File: src/hw/rtl/aip_pkg.sv
// ----------------------------------------------------------------------------
// aip_pkg
// Shared types and constants of the ASCII integer parser: controller states,
// command and status bundles between controller and datapath.
// ----------------------------------------------------------------------------
package aip_pkg;

	localparam int unsigned CharW  = 8;
	localparam int unsigned CntW   = 16;
	localparam int unsigned RdxW   = 5;
	localparam int unsigned ValW   = 64;

	localparam logic [RdxW-1:0] RDX_AUTO = 5'd0;
	localparam logic [RdxW-1:0] RDX_OCT  = 5'd8;
	localparam logic [RdxW-1:0] RDX_DEC  = 5'd10;
	localparam logic [RdxW-1:0] RDX_HEX  = 5'd16;

	localparam logic [CharW-1:0] CH_SPACE = 8'h20;
	localparam logic [CharW-1:0] CH_TAB   = 8'h09;
	localparam logic [CharW-1:0] CH_LF    = 8'h0A;
	localparam logic [CharW-1:0] CH_VT    = 8'h0B;
	localparam logic [CharW-1:0] CH_FF    = 8'h0C;
	localparam logic [CharW-1:0] CH_CR    = 8'h0D;
	localparam logic [CharW-1:0] CH_PLUS  = 8'h2B;
	localparam logic [CharW-1:0] CH_MINUS = 8'h2D;
	localparam logic [CharW-1:0] CH_ZERO  = 8'h30;
	localparam logic [CharW-1:0] CH_NINE  = 8'h39;
	localparam logic [CharW-1:0] CH_UA    = 8'h41;
	localparam logic [CharW-1:0] CH_UF    = 8'h46;
	localparam logic [CharW-1:0] CH_UX    = 8'h58;
	localparam logic [CharW-1:0] CH_LA    = 8'h61;
	localparam logic [CharW-1:0] CH_LF_   = 8'h66;
	localparam logic [CharW-1:0] CH_LX    = 8'h78;

	typedef enum logic [4:0] {
		ST_IDLE   = 5'b00001,
		ST_LEAD   = 5'b00010,
		ST_PFX    = 5'b00100,
		ST_AFTER0 = 5'b01000,
		ST_DIGITS = 5'b10000
	} aip_state_t;

	// controller -> datapath
	typedef struct packed {
		logic ws;       // consume whitespace, counted in chars_used but not toward the width
		logic take;     // consume a counted character
		logic set_neg;  // minus sign seen
		logic set_any;  // a digit or prefix zero was taken
		logic rdx_oct;  // auto radix resolves to octal
		logic rdx_hex;  // 0x prefix forces hex
		logic digit;    // accumulate the decoded digit
	} aip_cmd_t;

	// datapath -> controller
	typedef struct packed {
		logic is_ws;
		logic is_sign;
		logic is_minus;
		logic is_zero;
		logic is_x;
		logic rdx_auto;
		logic rdx_hex;
		logic dig_ok;
		logic width_hit;
	} aip_stat_t;

	typedef struct packed {
		logic [CntW-1:0] chars_used;
		logic            this_char_taken;
		logic            matched;
		logic [ValW-1:0] parsed_value;
	} aip_res_t;

endpackage

File: src/hw/rtl/aip_ctrl.sv
// ----------------------------------------------------------------------------
// aip_ctrl
// Phase state machine: decides per character what the datapath does and
// whether the conversion ends.
// ----------------------------------------------------------------------------
module aip_ctrl import aip_pkg::*; (
	input  logic      clk,
	input  logic      arst_n,
	input  logic      en,
	input  logic      start,
	input  aip_stat_t stat,
	output aip_cmd_t  cmd,
	output logic      emit,
	output logic      taken
);

	aip_state_t state_q;
	aip_state_t state_d;
	aip_state_t cur;
	logic       reject;
	logic       go_pfx;
	logic       go_dig;

	always_comb begin
		cur     = start ? ST_LEAD : state_q;
		cmd     = '0;
		reject  = 1'b0;
		go_pfx  = 1'b0;
		go_dig  = 1'b0;
		state_d = cur;
		case (cur)
			ST_IDLE: begin
				state_d = ST_IDLE;
			end
			ST_LEAD: begin
				if (stat.is_ws) begin
					cmd.ws = 1'b1;
				end else if (stat.is_sign) begin
					cmd.take    = 1'b1;
					cmd.set_neg = stat.is_minus;
					state_d     = ST_PFX;
				end else begin
					go_pfx = 1'b1;
				end
			end
			ST_PFX: begin
				go_pfx = 1'b1;
			end
			ST_AFTER0: begin
				if (stat.is_x) begin
					cmd.rdx_hex = 1'b1;
					cmd.take    = 1'b1;
					state_d     = ST_DIGITS;
				end else begin
					go_dig = 1'b1;
				end
			end
			ST_DIGITS: begin
				go_dig = 1'b1;
			end
			default: begin
				state_d = ST_IDLE;
			end
		endcase

		if (go_pfx) begin
			if ((stat.rdx_auto || stat.rdx_hex) && stat.is_zero) begin
				cmd.set_any = 1'b1;
				cmd.rdx_oct = stat.rdx_auto;
				cmd.take    = 1'b1;
				state_d     = ST_AFTER0;
			end else begin
				go_dig = 1'b1;
			end
		end

		if (go_dig) begin
			if (stat.dig_ok) begin
				cmd.digit   = 1'b1;
				cmd.set_any = 1'b1;
				cmd.take    = 1'b1;
				state_d     = ST_DIGITS;
			end else begin
				reject = 1'b1;
			end
		end

		emit  = reject || (cmd.take && stat.width_hit);
		taken = !reject;
		if (emit) begin
			state_d = ST_IDLE;
		end
	end

	always_ff @(posedge clk or negedge arst_n) begin
		if (!arst_n) begin
			state_q <= ST_IDLE;
		end else if (en) begin
			state_q <= state_d;
		end
	end

endmodule

File: src/hw/rtl/aip_dpath.sv
// ----------------------------------------------------------------------------
// aip_dpath
// Character decode, digit accumulator with saturation check, counters and
// conversion settings; forms the result fields.
// ----------------------------------------------------------------------------
module aip_dpath import aip_pkg::*; (
	input  logic             clk,
	input  logic             arst_n,
	input  logic             en,
	input  logic             start,
	input  logic [CharW-1:0] char_in,
	input  logic [CntW-1:0]  max_width,
	input  logic [RdxW-1:0]  radix,
	input  logic             is_unsigned,
	input  aip_cmd_t         cmd,
	output aip_stat_t        stat,
	output aip_res_t         res
);

	logic [ValW-1:0] acc_q,  acc_e,  acc_n;
	logic            neg_q,  neg_e,  neg_n;
	logic            ovf_q,  ovf_e,  ovf_n;
	logic            any_q,  any_e,  any_n;
	logic [CntW-1:0] cnt_q,  cnt_e,  cnt_n,  cnt_inc;
	logic [CntW-1:0] cons_q, cons_e, cons_n;
	logic [RdxW-1:0] rdx_q,  rdx_e,  rdx_n,  rdx_dig;
	logic [CntW-1:0] wl_q,   wl_e;
	logic            uns_q,  uns_e;

	logic [3:0]      dig;
	logic            dig_vld;
	logic [68:0]     prod;
	logic [69:0]     sum;
	logic [69:0]     lim;
	logic            ovf_now;
	logic [ValW-1:0] smax;

	// Start discards the running conversion and samples new settings
	always_comb begin
		acc_e  = start ? '0 : acc_q;
		neg_e  = start ? 1'b0 : neg_q;
		ovf_e  = start ? 1'b0 : ovf_q;
		any_e  = start ? 1'b0 : any_q;
		cnt_e  = start ? '0 : cnt_q;
		cons_e = start ? '0 : cons_q;
		rdx_e  = start ? radix : rdx_q;
		wl_e   = start ? max_width : wl_q;
		uns_e  = start ? is_unsigned : uns_q;
	end

	// An auto radix that reaches the digits without a prefix is decimal
	assign rdx_dig = (rdx_e == RDX_AUTO) ? RDX_DEC : rdx_e;

	always_comb begin
		dig     = '0;
		dig_vld = 1'b0;
		if (char_in inside {[CH_ZERO:CH_NINE]}) begin
			dig     = 4'(char_in - CH_ZERO);
			dig_vld = 1'b1;
		end else if (rdx_dig == RDX_HEX && char_in inside {[CH_LA:CH_LF_]}) begin
			dig     = 4'(char_in - CH_LA + 8'd10);
			dig_vld = 1'b1;
		end else if (rdx_dig == RDX_HEX && char_in inside {[CH_UA:CH_UF]}) begin
			dig     = 4'(char_in - CH_UA + 8'd10);
			dig_vld = 1'b1;
		end
	end

	assign stat.is_ws     = char_in inside {CH_SPACE, CH_TAB, CH_LF, CH_VT, CH_FF, CH_CR};
	assign stat.is_sign   = (char_in == CH_PLUS) || (char_in == CH_MINUS);
	assign stat.is_minus  = (char_in == CH_MINUS);
	assign stat.is_zero   = (char_in == CH_ZERO);
	assign stat.is_x      = (char_in == CH_LX) || (char_in == CH_UX);
	assign stat.rdx_auto  = (rdx_e == RDX_AUTO);
	assign stat.rdx_hex   = (rdx_e == RDX_HEX);
	assign stat.dig_ok    = dig_vld && ({1'b0, dig} < rdx_dig);

	assign cnt_inc        = (cnt_e == '1) ? cnt_e : cnt_e + 1'b1;
	assign stat.width_hit = (wl_e != '0) && (cnt_inc >= wl_e);

	// acc*r + d above the limit is the same test as acc > (lim - d) / r
	assign prod    = 69'(acc_e) * 69'(rdx_dig);
	assign sum     = 70'(prod) + 70'(dig);
	assign lim     = uns_e ? {6'd0, {ValW{1'b1}}} : {7'd0, {(ValW-1){1'b1}}};
	assign ovf_now = (sum > lim);

	always_comb begin
		acc_n  = (cmd.digit && !ovf_e && !ovf_now) ? sum[ValW-1:0] : acc_e;
		ovf_n  = ovf_e || (cmd.digit && !ovf_e && ovf_now);
		neg_n  = neg_e || cmd.set_neg;
		any_n  = any_e || cmd.set_any;
		cnt_n  = cmd.take ? cnt_inc : cnt_e;
		cons_n = (cmd.take || cmd.ws) ? ((cons_e == '1) ? cons_e : cons_e + 1'b1) : cons_e;
		rdx_n  = rdx_e;
		if (cmd.rdx_oct) begin
			rdx_n = RDX_OCT;
		end else if (cmd.rdx_hex) begin
			rdx_n = RDX_HEX;
		end else if (cmd.digit) begin
			rdx_n = rdx_dig;
		end
	end

	assign smax = {1'b0, {(ValW-1){1'b1}}};

	always_comb begin
		res = '0;
		if (ovf_n) begin
			res.parsed_value = uns_e ? {ValW{1'b1}} : (neg_n ? ~smax : smax);
		end else begin
			res.parsed_value = neg_n ? (~acc_n + 1'b1) : acc_n;
		end
		res.matched         = any_n;
		res.this_char_taken = 1'b0;
		res.chars_used      = cons_n;
	end

	always_ff @(posedge clk or negedge arst_n) begin
		if (!arst_n) begin
			acc_q  <= '0;
			neg_q  <= 1'b0;
			ovf_q  <= 1'b0;
			any_q  <= 1'b0;
			cnt_q  <= '0;
			cons_q <= '0;
			rdx_q  <= RDX_DEC;
			wl_q   <= '0;
			uns_q  <= 1'b0;
		end else if (en) begin
			acc_q  <= acc_n;
			neg_q  <= neg_n;
			ovf_q  <= ovf_n;
			any_q  <= any_n;
			cnt_q  <= cnt_n;
			cons_q <= cons_n;
			rdx_q  <= rdx_n;
			wl_q   <= wl_e;
			uns_q  <= uns_e;
		end
	end

endmodule

File: src/hw/rtl/ascii_integer_parser_width_radix.sv
// ----------------------------------------------------------------------------
// ascii_integer_parser_width_radix
// Converts a character stream into 64-bit integers, scanf style: leading
// whitespace, optional sign, radix prefix, field width and saturation.
// ----------------------------------------------------------------------------
//
//  channel   | direction | payload
//  ----------+-----------+---------------------------------------------------
//  s_*       | in        | one character plus conversion settings
//  m_*       | out       | value, match flag, taken flag, characters used
//
//  One character per cycle while the output is not stalled: each transfer is
//  decoded, checked and accumulated in the cycle it is accepted (64x5 multiply-add
//  and limit compare are combinational), so sustained rate is one item per clock.
//  A result is held in the output register until taken; the input keeps
//  accepting while the output is free or is being taken in the same cycle.
//  Reset (arst_n low) returns the parser to idle with no conversion running.
//  A character with start clear while idle is accepted and dropped.
//
module ascii_integer_parser_width_radix import aip_pkg::*; (
	input  logic        clk,
	input  logic        arst_n,
	input  logic        s_tvalid,
	output logic        s_tready,
	// [7:0] char_in, [23:8] max_width, [28:24] radix, [29] is_unsigned, [31:30] zero
	input  logic [31:0] s_tdata,
	// [0] start_req
	input  logic [0:0]  s_tuser,
	output logic        m_tvalid,
	input  logic        m_tready,
	// [63:0] parsed_value, [64] matched, [65] this_char_taken,
	// [81:66] chars_used, [87:82] zero
	output logic [87:0] m_tdata
);

	logic      accept;
	logic      emit;
	logic      taken;
	aip_cmd_t  cmd;
	aip_stat_t stat;
	aip_res_t  res;
	aip_res_t  res_ld;
	logic      m_tvalid_q;
	aip_res_t  res_q;

	// Input is free whenever the result register is empty or draining
	assign s_tready = !m_tvalid_q || m_tready;
	assign accept   = s_tvalid && s_tready;

	aip_ctrl u_ctrl (
		.clk    (clk),
		.arst_n (arst_n),
		.en     (accept),
		.start  (s_tuser[0]),
		.stat   (stat),
		.cmd    (cmd),
		.emit   (emit),
		.taken  (taken)
	);

	aip_dpath u_dpath (
		.clk         (clk),
		.arst_n      (arst_n),
		.en          (accept),
		.start       (s_tuser[0]),
		.char_in     (s_tdata[7:0]),
		.max_width   (s_tdata[23:8]),
		.radix       (s_tdata[28:24]),
		.is_unsigned (s_tdata[29]),
		.cmd         (cmd),
		.stat        (stat),
		.res         (res)
	);

	// Merge the controller's taken flag into the datapath result
	always_comb begin
		res_ld                 = res;
		res_ld.this_char_taken = taken;
	end

	// Result register: load on a finishing transfer, hold until taken
	always_ff @(posedge clk or negedge arst_n) begin
		if (!arst_n) begin
			m_tvalid_q <= 1'b0;
		end else if (accept && emit) begin
			m_tvalid_q <= 1'b1;
		end else if (m_tready) begin
			m_tvalid_q <= 1'b0;
		end
	end

	always_ff @(posedge clk) begin
		if (accept && emit) begin
			res_q <= res_ld;
		end
	end

	assign m_tvalid = m_tvalid_q;
	assign m_tdata  = {6'd0, res_q.chars_used, res_q.this_char_taken,
		res_q.matched, res_q.parsed_value};

	// A new result appears only after an accepted character
	a_emit_after_accept: assert property (@(posedge clk) disable iff (!arst_n)
		$rose(m_tvalid) |-> $past(s_tvalid && s_tready))
		else $error("result without an accepted character");

	// Nothing matched means nothing accumulated
	a_unmatched_zero: assert property (@(posedge clk) disable iff (!arst_n)
		(m_tvalid && !m_tdata[64]) |-> (m_tdata[63:0] == 64'd0))
		else $error("unmatched result carries a value");

	// A taken character is always counted in chars_used
	a_taken_counted: assert property (@(posedge clk) disable iff (!arst_n)
		(m_tvalid && m_tdata[65]) |-> (m_tdata[81:66] != 16'd0))
		else $error("taken character not counted");

endmodule
File: config.mk
export PLATFORM = sky130hd
export DESIGN_NAME = ascii_integer_parser_width_radix
export DESIGN_NICKNAME = d
export VERILOG_FILES = /design/src/hw/rtl/aip_pkg.sv /design/src/hw/rtl/aip_ctrl.sv /design/src/hw/rtl/aip_dpath.sv /design/src/hw/rtl/ascii_integer_parser_width_radix.sv
export SDC_FILE = /design/constraint.sdc
export NUM_CORES = 1
export LEC_CHECK = 0
export ABC_CLOCK_PERIOD_IN_PS = 10400
export BUFFER_PORTS_ARGS = -buffer_cell sky130_fd_sc_hd__buf_2
export CAP_MARGIN = 20
export CORE_MARGIN = 8
export CORE_UTILIZATION = 56
export DETAILED_ROUTE_END_ITERATION = 7
export PLACE_DENSITY = 0.77
export REMOVE_ABC_BUFFERS = 1
export SYNTH_ARGS = -nofsm -noshare
export SYNTH_HDL_FRONTEND = slang
export SYNTH_SLANG_ARGS = --single-unit
File: constraint.sdc
create_clock -name clk -period 10.4 [get_ports clk]
set_input_delay 0 -clock clk [delete_from_list [all_inputs] [get_ports clk]]
set_output_delay 0 -clock clk [all_outputs]
set_load 0.005 [all_outputs]
* After elaboration in Yosys (flattened, before gate mapping)
Index checks and enable logic that the tools add are counted.
** Operators by class
- $add $sub $neg :: 9
- Multipliers :: 1
- Divide/modulo/power cells :: 0
- Magnitude comparators :: 9
- Equality and inequality tests :: 19
- Shifts and indexed selects :: 0
- Muxes and demuxes :: 68
- Bitwise gates (word level) :: 1
- Reductions and logical operators :: 32
** Operator list (count)
- two-way mux 64 bit :: 7
- two-way mux 16 bit :: 7
- adder 69 x 4 -> 70 bit :: 1
- > comparator 70 bit :: 1
- two-way mux 5 bit :: 14
- multiplier 64 x 5 -> 69 bit :: 1
- adder 64 x 1 -> 64 bit (second input constant) :: 1
- NOT 64 bit :: 1
- == test 8 x 4 -> 1 bit (second input constant) :: 5
- adder 16 x 1 -> 16 bit (second input constant) :: 2
- == test 16 bit (second input constant) :: 2
- == test 8 x 6 -> 1 bit (second input constant) :: 4
- two-way mux 1 bit :: 29
- == test 8 x 7 -> 1 bit (second input constant) :: 2
- greater-or-equal comparator 16 bit :: 1
- greater-or-equal comparator 8 x 7 -> 1 bit (second input constant) :: 2
- <= comparator 8 x 7 -> 1 bit (second input constant) :: 2
- nonzero test 16 bit :: 1
- == test 5 bit (second input constant) :: 3
- one-hot mux 5 bit (3 select lines) :: 1
- logical AND 1 bit :: 14
- two-way mux 4 bit :: 3
- subtractor 4 x 1 -> 4 bit (second input constant) :: 3
- logical OR 1 bit :: 9
- 14 further kinds :: 23
** Storage, ports and cells
- Register bits after elaboration :: 209
- Latch bits :: 0
- Memory bits (writable) :: 0
- ROM bits :: 0
- Input port bits :: 37
- Output and inout port bits :: 90
- Logic and storage cells :: 154
- Memories kept :: 0

* Longest topological paths before layout
- Depth in word-level cells :: 19
- Gate-level depth with buffers :: 55
- Gate-level depth less buffers :: 49

* Cells and area by module
Synthesis repeated with hierarchy kept, for this count alone.
** Second synthesis, totals
- Cell total of the unflattened synthesis :: 3373
- Area total of the unflattened synthesis :: 26693.1 µm²
** Modules (own cells, without submodules)
- aip_dpath :: instances 1, cells an instance 3216, area each 23637.7 µm², seq. area each 3030.4 µm²
- ascii_integer_parser_width_radix :: instances 1, cells an instance 95, area each 2580.0 µm², seq. area each 2487.4 µm²
- aip_ctrl :: instances 1, cells an instance 62, area each 475.5 µm², seq. area each 126.4 µm²

* Least setup slack after synthesis
Ideal clock, no wire load.
- Kind :: input -> register
- From :: input port s_tuser
- To :: register res_q (netlist bit m_tdata[50]) (data pin)
- Setup time :: 265 ps
- Arrival :: 11940 ps
- Required time :: 10135 ps
- Setup slack :: -1805 ps
- Stages on the path :: 55
- Buffers on the path :: 12
- Cells stage by stage :: clkbuf_1 -> buf_1 -> clkbuf_1 -> clkbuf_1 -> buf_1 -> clkbuf_1 -> buf_1 -> mux2i_1 -> nand2_1 -> clkbuf_1 -> clkbuf_1 -> nand2_1 -> fa_1 -> inv_1 -> fa_1 -> inv_1 -> fa_1 -> inv_1 -> [... 19 more ...] -> nor4_1 -> nand4_1 -> o31a_4 -> buf_6 -> nor3_2 -> clkbuf_1 -> nor2_1 -> a21oi_1 -> ha_1 -> and3_1 -> and3_1 -> nand2_1 -> or4_1 -> nor3_1 -> o22ai_1 -> nor4b_2 -> a21oi_1 -> or3_1
** RTL lines
- from (decl) :: line ascii_integer_parser_width_radix.sv:28 : input logic [0:0] s_tuser,
- to (signal assigned) :: line ascii_integer_parser_width_radix.sv:94 : res_q <= res_ld;
- to (decl) :: line ascii_integer_parser_width_radix.sv:44 : aip_res_t res_q;

==> impl_metrics.tcl <==
set metrics [dict create \
    path_buf_inv 7 \
    dp_slack_ns -0.814 \
    wl_per_cell_um 24.9 \
    globalplace.congestion 1.05 \
    r2r_cells 49 \
    first_pass_iters 6 \
    utilization 0.685 \
    r2r-end "m_tdata[50]" \
    fp.dieW_um 234 \
    start_kind "flip-flop" \
    numCtsBuffers 26 \
    fin_crit_ns 10.50 \
    timing.slew.headroom 0.235 \
    drive_above_1_share 0.197 \
    antenna_found_initial 4 \
    netlist.top_cell.by_area "fa_1" \
    tightest_slew_ns 1.13 \
    async_flop_share 0.608 \
    drtIter0Drc 3048 \
    synthTopCellsByArea "fa_1, dfrtp_1, edfxtp_1" \
    area_growth_pct 21.6 \
    synthCells 3341 \
    h-tree-depth 1 \
    ant_nets 0 \
    cts.root.buffer_cell "clkbuf_16" \
    grtUsageTotal 0.388 \
    core_mm2 0.0473 \
    finalWorstSetupSlack_ns -0.0952 \
    cp_max_fo 8 \
    dieArea_mm2 0.0548 \
    p_leak_nw 15.2 \
    synth_warnings 0 \
    ys_seq_area_frac 0.212 \
    ys_ff_latch 209 \
    cpMaxStageDelayCell "dfstp_2" \
    nets 4141 \
    yosys.area.top_type_share 0.143 \
    via_per_inst 6.47 \
    synth-main-ff-cell "dfrtp_1" \
    slowest_delay_ns 0.53 \
    power.density_mw_per_mm2 71.6 \
    crit_path_frequent_cell "buf_4" \
    reg2reg_slack_ns -0.1 \
    start_util 0.563 \
    instances_no_fill 4381 \
    synth_enable_flop_cells 82 \
    cp.arrival_ns 10.85 \
    placed_cell_area_mm2 0.0304 \
    fin_area_mm2 0.0324 \
    clk_pin_slew_ns 0.06 \
    wirelength_um 109000 \
    grt_max_degree 77 \
    grt_pass1_wl_um 164000 \
    clockBufferDepth 3 \
    crit_path_end_kind "flip-flop" \
    slew_viol_final 0 \
    critical_path_class "flip-flop to flip-flop" \
    synthDistinctLibCells 101 \
    row_count 80 \
    dp_cells 4265 \
    grt_overflow 0 \
    power_mw 2.32 \
    syn_area_mm2 0.0267 \
    vdd_drop_max_uv 136 \
    syn_area_per_cell_um2 7.98 \
    cts_tree "yes" \
    crit_required_ns 10.75 \
    clock_latency_ns 0.61 \
    remaining_drc_errors 0 \
    max_freq_mhz 95.3 \
    cpLargestDelayFamily "simple AND/OR/NAND/NOR gates" \
    status "finished, violations left" \
    cap_viol_max_count 0 \
    reg2reg_from "u_dpath.rdx_q[1]" \
    min_period_over_period 1.01 \
    grt_pass1_vias 28400 \
    hold_viol 4 \
    route.vias.total 28300 \
    clock_skew_ns 0.0222 \
    cts.sink_count 209 \
    die_h_um 234 \
    violations "hold timing, setup timing" \
    port_buffers 118 \
    timing.hold.ws_ns -0.0337 \
    hold_path_class "primary input to asynchronous set/reset pin" \
    grt_setup_unrepaired "yes" \
    ios 127 \
    hpwl_um 83200 \
    setup_viol 5 \
]
## where the power goes
part | total, mW | internal, mW | switching [mW]
logic | 0.468 | 0.166 | 0.302
clock network | 0.934 | 0.532 | 0.402
registers | 0.919 | 0.898 | 0.0206
## cells in the mapped netlist, types with 32 or more instances
master,instances
nor3_1,76
a21oi_1,198
o31ai_1,40
and2_1,125
dfrtp_1,124
clkbuf_1,136
xor2_1,32
nor2_1,275
ha_1,168
a21o_1,41
mux2i_1,66
nand2_1,515
nor4_1,34
xnor2_1,58
and3_1,32
nand4_1,54
edfxtp_1,82
nand3_1,77
inv_1,248
nor2b_1,90
o21ai_0,196
buf_2,32
fa_1,190
## layout make-up
cell class | instances | area (um^2)
Clock inverter | 9 | 101
Timing Repair inverter | 1 | 8.76
Timing Repair Buffer | 567 | 4370
Multi-Input combinational cell | 2692 | 19800
Inverter | 249 | 947
Tap cell | 615 | 769
Sequential cell | 209 | 5640
Clock buffer | 38 | 758
Antenna cell | 1 | 2.50
Fill cell | 3798 | 14900
## kinds of logic (layout without fill, tap and decap cells)
family	count (synthesis)	count (layout)	share of synthesized area
buffers and inverters	445	864	0.0663
DFF	209	209	0.212
xor gates and xnor gates	90	90	0.0296
other	1	7	0.000141
and+or+nand+nor	1404	1404	0.256
AOI/OAI and AO/OA	746	746	0.181
adders and majority gates	358	358	0.222
muxes	88	88	0.0341
## placed cells by master, fill, tap and decap left out, types with 30 or more instances in the layout
cell	synthesis	routed
fa_1	190	189
edfxtp_1	82	82
o21ai_0	196	186
nor3_1	76	71
dfrtp_1	124	124
o31ai_1	40	36
nor2b_1	90	86
inv_1	248	243
ha_1	168	161
nand3_1	77	75
mux2i_1	66	65
a21oi_1	198	185
a21o_1	41	41
xnor2_1	58	57
and2_1	125	124
buf_4	11	388
nand4_1	54	54
buf_2	32	116
xor2_1	32	32
nand2_1	515	511
nor2_1	275	271
clkbuf_16	0	30
## per-layer routing
layer / vias up / track usage / share of wire
li1: 12400 / - / -
met1: 13600 / 0.479 / 0.38
met2: 1811 / 0.615 / 0.45
met3: 433 / 0.0951 / 0.10
met4: 4 / 0.224 / 0.068
met5: - / 0 / 0.00026
## stage by stage
step           hold slack (ns)  TNS [ns]
2_1_floorplan           -0.296   -687.71
3_3_place_gp            0.0527     -1.02
3_5_place_dp            0.0639    -12.30
4_1_cts                 0.0240   -0.0124
5_1_grt                 0.0641     -3.97
6_report               -0.0337    -0.263
## how the worst max path moves through the flow
stage | start | to | slack [ns] | depth (start not counted)
finish | u_dpath.rdx_q[1] | m_tdata[50] | -0.1 | 49
floorplan | u_dpath.rdx_q[4] | m_tdata[46] | -7.02 | 36
global route | u_dpath.rdx_q[4] | m_tdata[50] | -0.53 | 48
global placement | s_tdata[27] | m_tdata[50] | -0.25 | 51
detailed placement | s_tdata[27] | m_tdata[50] | -0.81 | 50
CTS | u_dpath.rdx_q[3] | m_tdata[50] | -0.01 | 50
## state kept, by name, indices dropped and copies added, names as in the netlist, 5 cells and up
register / count
u_dpath.cons_q: 16
m_tdata: 82
u_dpath.cnt_q: 16
u_dpath.rdx_q: 5
u_dpath.wl_q: 16
u_ctrl.state_q: 5
u_dpath.acc_q: 64
## timing repair
action                                  in CTS  in global routing
gates cloned                                 1                  3
hold endpoints to repair                    97                  0
resized for setup                           44                 80
pin swaps                                   34                 41
hold buffers                                25                  0
setup buffers                               20                 22
endpoints found under the setup margin      27                 30
No activity file was read; power rests on OpenSTA's default activity.
